===== config.mk =====
export PLATFORM = sky130hd
export DESIGN_NAME = button_debounce_autorepeat_core
export DESIGN_NICKNAME = d
export VERILOG_FILES = /design/src/bdar_pkg.sv /design/src/button_debounce_autorepeat_core.sv
export VERILOG_INCLUDE_DIRS = /design/src /design/src/src
export SDC_FILE = /design/constraint.sdc
export NUM_CORES = 1
export LEC_CHECK = 0
export ABC_AREA = 1
export ABC_CLOCK_PERIOD_IN_PS = 6350
export BUFFER_PORTS_ARGS = -buffer_cell sky130_fd_sc_hd__buf_2
export CAP_MARGIN = 20
export CORE_UTILIZATION = 57
export DETAILED_ROUTE_END_ITERATION = 10
export PLACE_DENSITY = 0.79
export SLEW_MARGIN = 20
export SYNTH_ARGS = -nofsm -noshare
export SYNTH_HDL_FRONTEND = slang
export SYNTH_SLANG_ARGS = --single-unit

===== constraint.sdc =====
create_clock -name clock -period 6.35 [get_ports clock]
set_input_delay 1.905 -clock clock [delete_from_list [all_inputs] [get_ports clock]]
set_output_delay 1.905 -clock clock [all_outputs]
set_load 0.02 [all_outputs]

===== src/button_debounce_autorepeat_core_defines.svh =====
// Assertion macros for the button debounce and auto-repeat core.
`ifndef BUTTON_DEBOUNCE_AUTOREPEAT_CORE_DEFINES_SVH
`define BUTTON_DEBOUNCE_AUTOREPEAT_CORE_DEFINES_SVH

`ifndef SYNTH

// check on every clock edge, skipped while reset is high
`define BDAR_ASSERT(lbl, clk, rst, prop, msg) \
   lbl: assert property (@(posedge clk) disable iff (rst) prop) else $error(msg);

// check on every clock edge, reset included
`define BDAR_ASSERT_ALWAYS(lbl, clk, prop, msg) \
   lbl: assert property (@(posedge clk) prop) else $error(msg);

`else

`define BDAR_ASSERT(lbl, clk, rst, prop, msg)
`define BDAR_ASSERT_ALWAYS(lbl, clk, prop, msg)

`endif

`endif


===== src/bdar_pkg.sv =====
// Types and constants for the button debounce and auto-repeat core.
`timescale 1ns / 1ps

package bdar_pkg;

   localparam int NUM_BUTTONS = 6;
   localparam int BTN_W       = 6;
   localparam int TIME_W      = 32;
   localparam int CFG_W       = 16;
   localparam int CSR_IDX_W   = 2;
   localparam int REQ_DATA_W  = 8;
   localparam int RSP_DATA_W  = 24;

   localparam logic [BTN_W-1:0] BTN_MASK = BTN_W'((1 << NUM_BUTTONS) - 1);

   // register indexes on the csr channel
   localparam logic [CSR_IDX_W-1:0] CSR_DEBOUNCE_INTERVAL = 2'd0;
   localparam logic [CSR_IDX_W-1:0] CSR_REPEAT_DELAY      = 2'd1;
   localparam logic [CSR_IDX_W-1:0] CSR_REPEAT_PERIOD     = 2'd2;

   localparam logic [CFG_W-1:0] DEBOUNCE_INTERVAL_RST = 16'd20;
   localparam logic [CFG_W-1:0] REPEAT_DELAY_RST      = 16'd400;
   localparam logic [CFG_W-1:0] REPEAT_PERIOD_RST     = 16'd250;

   // result beat, held_mask in the low bits
   typedef struct packed {
      logic [BTN_W-1:0] repeat_mask;
      logic [BTN_W-1:0] released_edges;
      logic [BTN_W-1:0] pressed_edges;
      logic [BTN_W-1:0] held_mask;
   } rsp_data_type;

endpackage


===== src/button_debounce_autorepeat_core.sv =====
// Button debouncer with two-phase release check and auto-repeat, one tick per beat.
//
//  channel | direction | handshake             | payload
//  req     | in        | req_tvalid/req_tready | req_tdata: button_levels
//  rsp     | out       | rsp_tvalid/rsp_tready | rsp_tdata: held, pressed, released, repeat
//  csr     | in        | csr_valid/csr_ready   | csr_index, csr_data
//
// One tick beat per clock while req_tready is high; each result is registered.
// All per-tick work sits between the state registers and the result register.
// A skid register holds one more result, so req_tready drops only when both are full.
// Synchronous active-high reset; csr writes are taken every cycle.
`timescale 1ns / 1ps
`include "button_debounce_autorepeat_core_defines.svh"

module button_debounce_autorepeat_core (
   input  logic                                clock,
   input  logic                                reset,
   input  logic                                req_tvalid,
   output logic                                req_tready,
   input  logic [bdar_pkg::REQ_DATA_W-1:0]     req_tdata,   // [5:0] button_levels
   output logic                                rsp_tvalid,
   input  logic                                rsp_tready,
   // [5:0] held_mask, [11:6] pressed_edges, [17:12] released_edges, [23:18] repeat_mask
   output logic [bdar_pkg::RSP_DATA_W-1:0]     rsp_tdata,
   input  logic                                csr_valid,
   output logic                                csr_ready,
   input  logic [bdar_pkg::CSR_IDX_W-1:0]      csr_index,
   input  logic [bdar_pkg::CFG_W-1:0]          csr_data
);

   import bdar_pkg::*;

   logic [CFG_W-1:0]  debounce_interval_ff, repeat_delay_ff, repeat_period_ff;

   logic [BTN_W-1:0]  held_ff, held_in;
   logic [BTN_W-1:0]  prev_held_ff;
   logic              check_phase_ff, check_phase_in;
   logic [BTN_W-1:0]  release_sample_ff, release_sample_in;
   logic [BTN_W-1:0]  held_at_sample_ff, held_at_sample_in;
   logic [TIME_W-1:0] now_ticks_ff;
   logic [TIME_W-1:0] last_check_time_ff, last_check_time_in;
   logic [TIME_W-1:0] last_press_time_ff, last_press_time_in;
   logic [TIME_W-1:0] last_repeat_time_ff, last_repeat_time_in;

   logic              out_valid_ff, out_valid_in;
   rsp_data_type      out_data_ff, out_data_in;
   logic              skid_valid_ff, skid_valid_in;
   rsp_data_type      skid_data_ff, skid_data_in;

   logic              req_acc, rsp_pop;
   logic [BTN_W-1:0]  levels, held_set, pressed, released, repeat_mask;
   logic [TIME_W-1:0] check_age, press_age, repeat_age;
   logic              check_due, rep_fire;
   rsp_data_type      result;

   assign req_tready = !skid_valid_ff;
   assign req_acc    = req_tvalid && req_tready;
   assign rsp_pop    = out_valid_ff && rsp_tready;
   assign rsp_tvalid = out_valid_ff;
   assign rsp_tdata  = out_data_ff;
   assign csr_ready  = 1'b1;

   // per-tick datapath
   always_comb begin
      levels    = req_tdata[BTN_W-1:0] & BTN_MASK;
      held_set  = held_ff | (~levels & BTN_MASK);
      check_age = now_ticks_ff - last_check_time_ff;
      check_due = check_age >= {{(TIME_W-CFG_W){1'b0}}, debounce_interval_ff};

      held_in            = held_set;
      check_phase_in     = check_phase_ff;
      release_sample_in  = release_sample_ff;
      held_at_sample_in  = held_at_sample_ff;
      last_check_time_in = last_check_time_ff;
      if (check_due) begin
         last_check_time_in = now_ticks_ff;
         if (!check_phase_ff) begin
            release_sample_in = levels;
            held_at_sample_in = held_set;
            check_phase_in    = 1'b1;
         end else begin
            // clear released buttons only if the sample repeated and held stayed put
            if (held_set == held_at_sample_ff && release_sample_ff == levels)
               held_in = held_set & ~levels & BTN_MASK;
            check_phase_in = 1'b0;
         end
      end

      pressed  = ~prev_held_ff & held_in & BTN_MASK;
      released = prev_held_ff & ~held_in & BTN_MASK;

      last_press_time_in = (|pressed) ? now_ticks_ff : last_press_time_ff;
      press_age  = now_ticks_ff - last_press_time_in;
      repeat_age = now_ticks_ff - last_repeat_time_ff;
      rep_fire   = (press_age >= {{(TIME_W-CFG_W){1'b0}}, repeat_delay_ff}) &&
                   (repeat_age > {{(TIME_W-CFG_W){1'b0}}, repeat_period_ff});
      repeat_mask         = rep_fire ? held_in : '0;
      last_repeat_time_in = rep_fire ? now_ticks_ff : last_repeat_time_ff;

      result.held_mask      = held_in;
      result.pressed_edges  = pressed;
      result.released_edges = released;
      result.repeat_mask    = repeat_mask;
   end

   // result register plus skid
   always_comb begin
      out_valid_in  = out_valid_ff;
      out_data_in   = out_data_ff;
      skid_valid_in = skid_valid_ff;
      skid_data_in  = skid_data_ff;
      if (skid_valid_ff) begin
         if (rsp_pop) begin
            out_data_in   = skid_data_ff;
            skid_valid_in = 1'b0;
         end
      end else if (req_acc) begin
         if (!out_valid_ff || rsp_pop) begin
            out_data_in  = result;
            out_valid_in = 1'b1;
         end else begin
            skid_data_in  = result;
            skid_valid_in = 1'b1;
         end
      end else if (rsp_pop) begin
         out_valid_in = 1'b0;
      end
   end

   always_ff @(posedge clock) begin
      if (reset) begin
         debounce_interval_ff <= DEBOUNCE_INTERVAL_RST;
         repeat_delay_ff      <= REPEAT_DELAY_RST;
         repeat_period_ff     <= REPEAT_PERIOD_RST;
      end else if (csr_valid && csr_ready) begin
         if (csr_index == CSR_DEBOUNCE_INTERVAL)
            debounce_interval_ff <= csr_data;
         else if (csr_index == CSR_REPEAT_DELAY)
            repeat_delay_ff <= csr_data;
         else if (csr_index == CSR_REPEAT_PERIOD)
            repeat_period_ff <= csr_data;
      end
   end

   always_ff @(posedge clock) begin
      if (reset) begin
         held_ff             <= '0;
         prev_held_ff        <= '0;
         check_phase_ff      <= 1'b0;
         release_sample_ff   <= '0;
         held_at_sample_ff   <= '0;
         now_ticks_ff        <= '0;
         last_check_time_ff  <= '0;
         last_press_time_ff  <= '0;
         last_repeat_time_ff <= '0;
      end else if (req_acc) begin
         held_ff             <= held_in;
         prev_held_ff        <= held_in;
         check_phase_ff      <= check_phase_in;
         release_sample_ff   <= release_sample_in;
         held_at_sample_ff   <= held_at_sample_in;
         now_ticks_ff        <= now_ticks_ff + 1'b1;
         last_check_time_ff  <= last_check_time_in;
         last_press_time_ff  <= last_press_time_in;
         last_repeat_time_ff <= last_repeat_time_in;
      end
   end

   always_ff @(posedge clock) begin
      if (reset) begin
         out_valid_ff  <= 1'b0;
         skid_valid_ff <= 1'b0;
      end else begin
         out_valid_ff  <= out_valid_in;
         skid_valid_ff <= skid_valid_in;
      end
   end

   always_ff @(posedge clock) begin
      out_data_ff  <= out_data_in;
      skid_data_ff <= skid_data_in;
   end

   `BDAR_ASSERT(a_skid_needs_out, clock, reset, skid_valid_ff |-> out_valid_ff, "skid full with empty result register")
   `BDAR_ASSERT(a_edges_disjoint, clock, reset, out_valid_ff |-> ((out_data_ff.pressed_edges & out_data_ff.released_edges) == '0), "button both pressed and released")
   `BDAR_ASSERT(a_repeat_is_held, clock, reset, (out_valid_ff && out_data_ff.repeat_mask != '0) |-> (out_data_ff.repeat_mask == out_data_ff.held_mask), "repeat mask differs from held mask")
   `BDAR_ASSERT(a_tick_advance, clock, reset, (req_acc && !reset) |=> (now_ticks_ff == $past(now_ticks_ff) + 1'b1), "tick count did not advance")
   `BDAR_ASSERT_ALWAYS(a_reset_empty, clock, reset |=> !rsp_tvalid, "result valid right after reset")

endmodule


==> metrics.log <==
[metrics] Non-Filler Cell Area, Final: 19000 um^2
[metrics] start point of the worst hold path: last_check_time_ff[14]$_SDFFE_PP0P_
[metrics] number of global-route vias before repair: 15500
[metrics] critical path data required time: 6.79 ns
[metrics] count of flip-flops with a built-in enable after synthesis: 48
[metrics] count of vias placed by the detailed router: 16800
[metrics] IO Pins: 58
[metrics] Hold WS: between 0.4 and 0.5 ns
[metrics] R2R Path Start: now_ticks_ff[1]$_SDFFE_PP0P_
[metrics] Total Wirelength: 48600 um
[metrics] number of antenna violations at the first check in global routing: 0
[metrics] Leak: 0.00956 uW
[metrics] most instantiated flip-flop cell in the synthesis netlist: dfxtp_1
[metrics] launching element of the worst setup path: req_tdata[5]
[metrics] power share of the sequential group: a little under two fifths
[metrics] number of vias per cell: about 5.7
[metrics] initial core utilization: 58.5%
[metrics] fmax: 167 MHz
[metrics] Final GP Congestion: between 0.9 and 1
[metrics] post-synthesis net count: 2653
[metrics] area enclosed by the die boundary: between 30000 and 40000 um^2
[metrics] number of warnings printed during yosys synthesis: 0
[metrics] antenna-violating nets left: 0
[metrics] Unique masters post-synth: between 50 and 60
[metrics] die extent in y: between 150 and 200 um
[metrics] total count of max-transition violations in the final report: 0
[metrics] max cap viols: 0
[metrics] worst clock skew: between 0.02 and 0.025 ns
[metrics] Cell Int Power: approximately 3100 uW
[metrics] worst-path maximum fanout: 33
[metrics] Crit Path Category: in2reg
[metrics] unrepaired setup endpoints after global routing: false
[metrics] sequential cell area fraction in the yosys report: roughly a third
[metrics] iteration-0 DRC count of the detailed router: approximately 1500
[metrics] worst ir drop on vdd: between 0.2 and 0.25 mV
[metrics] TritonCTS clock tree: yes
[metrics] r2r worst-path depth: 19
[metrics] leading cell types in the layout, fill and taps excluded: nand2_1 (528), inv_1 (364), nor2_1 (272)
[metrics] Total GRT Usage: between 30% and 40%
[metrics] fin crit share: a little over nine tenths
[metrics] length of the first detailed-routing pass in iterations: 6
[metrics] total of flip-flops plus latches after synthesis: about 250
[metrics] cell repeated most along the worst path: nand2_1
[metrics] cts bufs inserted: 28
[metrics] level count of the clock H-tree: 1
[metrics] critical path's largest stage delay: about 0.31 ns
[metrics] P per Cell Area: 241 nW/um^2
[metrics] result of the run: completed
[metrics] Root Buffer Master: clkbuf_16
[metrics] data arrival time of the critical path: ~6.4 ns
[metrics] share of final-layout standard cells stronger than drive strength 1: 8.38%
[metrics] Reg clk slew, reported paths: approximately 0.06 ns
[metrics] post-layout min period: roughly 6.0 ns
[metrics] Setup crit end kind: register
[metrics] post-detailed-route wirelength per cell: ~16 um
[metrics] accumulated negative setup slack: 0 ns
[metrics] class of the tightest hold or removal check: reg2reg
[metrics] most common cell after layout, fill and taps aside: nand2_1
[metrics] clock sink count: between 200 and 250
[metrics] signed area change from the synthesized netlist to the final layout: 12.1%
[metrics] slew at the pin with the worst max-slew slack: 1.06 ns
[metrics] critical register-to-register path endpoint: held_at_sample_ff[1]$_SDFFE_PP0P_
[metrics] maximum clock insertion buffer count: 3
[metrics] family with the most delay on the worst path: simple AND/OR/NAND/NOR gates
[metrics] part of the total power dissipated in the clock network: a little under two fifths
[metrics] cell with the largest stage delay on the worst path: ha_1
[metrics] count of unresolved DRC violations after routing: 0
[metrics] synthesized area per cell: between 6 and 7 um^2
[metrics] x dimension of the die: approximately 170 um
[metrics] CP Launch Type: input port
[metrics] worst slew margin relative to its limit: slightly below 30%
[metrics] worst setup timing slack at the placement stage: -0.551 ns
[metrics] hold violation total from the final report: 0
[metrics] ys async rst share: 0%
[metrics] switching fraction of total power: about 32%
[metrics] Hold Path Stages: 2
[metrics] diodes inserted: 0
[metrics] synthesized area: around 17000 um^2
[metrics] Gate Count Post-Synth: 2480
[metrics] number of endpoints failing setup at the final stage: 0
[metrics] # fillers: ~2600
[metrics] half-perimeter wire length after detailed placement: 36600 um
[metrics] fin util: between 60 and 70%
[metrics] post-CTS repair timing setup buffer count: 0
[metrics] Critical path buffers and inverters: 3
[metrics] # port buffers: between 50 and 60
[metrics] final net count: between 2000 and 3000
[metrics] num rows: slightly above 60
[metrics] PnR worst setup slack: between 0.3 and 0.4 ns
[metrics] placed inst area: around 18000 um^2
[metrics] total overflow reported by the global router: 0
[metrics] CTS hold repair buffers: 0
[metrics] slack of the worst reg-to-reg path: around 0.77 ns
[metrics] hold endpoint: last_check_time_ff[14]$_SDFFE_PP0P_
[metrics] net switching power figure: about 1500 uW
[metrics] combinational share of power: 24.9%
[metrics] first-pass GRT wire length: slightly below 80000 um
[metrics] largest net degree at the start of global routing: 126
[metrics] Clock Latency Late Sink: between 0.5 and 0.6 ns
[metrics] core outline area: slightly below 30000 um^2
## routing by layer
layer / part of all wire [%] / global-route usage, % / vias to the layer above
li1: - / - / 8351
met1: 43 / 41.0 / 7736
met2: 47 / 54.0 / 632
met3: 6.5 / 3.89 / 112
met4: 2.9 / 8.70 / 0
met5: 0 / 0 / -
## worst min-delay path, cell delays in order, from the launching register on
cell and delay (ns):
dfxtp_1 0.30, inv_1 0.06, a21oi_1 0.06
## cells in the mapped netlist (all sizes together), types with 3 or more instances
master	number	area [um^2]
nand2	535	2020
inv	372	1400
nor2	284	1120
a21oi	230	1150
dfxtp	197	3940
o21ai	195	976
ha	139	1740
nand3	92	498
xor2	62	543
clkbuf	49	184
edfxtp	48	1440
nand4	46	288
o211ai	42	315
nor3	39	200
xnor2	21	184
buf	20	124
a21o	17	128
nor4	17	106
a31oi	10	62.6
o21bai	9	67.6
o21a	8	60.1
a211oi	7	52.6
nand3b	6	45.0
a21boi	5	37.5
fa	3	60.1
mux2i	3	30.0
nor3b	3	22.5
o221ai	3	26.3
or2	3	18.8
## how the worst max path moves through the flow
stage / end / slack, ns / depth (start not counted)
2_1_floorplan: rsp_tdata[19]$_DFFE_PP_ / 0.08 / 35
3_3_place_gp: rsp_tdata[23]$_DFFE_PP_ / -0.33 / 33
3_5_place_dp: rsp_tdata[20]$_DFFE_PP_ / -0.55 / 33
4_1_cts: rsp_tdata[19]$_DFFE_PP_ / 0.03 / 32
5_1_grt: last_repeat_time_ff[27]$_SDFFE_PP0P_ / 0.02 / 35
6_report: last_repeat_time_ff[27]$_SDFFE_PP0P_ / 0.35 / 33
## cell type report
class / instances / area [um^2] / share of cell area [%]
multi-input cells: 1795 / 9940 / 52.3
flip-flops and latches: 245 / 5390 / 28.3
inverters: 372 / 1400 / 7.37
repair buffers: 126 / 827 / 4.35
clock buffers: 33 / 729 / 3.84
well taps: 384 / 480 / 2.53
clock inverters: 18 / 250 / 1.32
## kinds of logic after synthesis
family                     count (synthesis)  share of synthesized area [%]
AOI/OAI and AO/OA                        533                           17.3
buffers and inverters                    441                           10.0
muxes                                      3                          0.177
adders and majority gates                142                           10.6
DFF                                      245                           31.7
other                                      1                         0.0221
xor gates and xnor gates                  83                           4.29
and+or+nand+nor                         1032                           25.8
## power groups by stage
stage | registers [uW] | logic (uW) | clock network, uW
after CTS | 1710 | 1110 | 1740
after global routing | 1720 | 1270 | 1800
after detailed placement | 1740 | 1090 | 0
final | 1710 | 1140 | 1730
after floorplan | 1750 | 752 | 0
after global placement | 1740 | 1050 | 0
## repair_timing
action                     CTS  global route
gates cloned                 0             1
setup endpoints to repair    2            44
pin swaps                    0             1
hold endpoints to repair     0             0
resized for setup            1            13
## stage by stage
stage | power [uW] | instances
CTS | 4560 | 2972
floorplan | 2500 | 2480
finish | 4580 | 2973
global route | 4790 | 2973
global placement | 2790 | 2921
detailed placement | 2830 | 2921
## sequential cells by signal, summed over array words and instances (netlist names)
| register | cells |
|---|---|
| debounce_interval_ff | 16 |
| last_press_time_ff | 32 |
| now_ticks_ff | 32 |
| repeat_period_ff | 16 |
| release_sample_ff | 6 |
| last_check_time_ff | 32 |
| skid_valid_ff | 1 |
| rsp_tdata | 24 |
| check_phase_ff | 1 |
| repeat_delay_ff | 16 |
| prev_held_ff | 6 |
| held_at_sample_ff | 6 |
| last_repeat_time_ff | 32 |
| rsp_tvalid | 1 |
| skid_data_ff | 24 |
No activity file was read; power rests on OpenSTA's default activity.
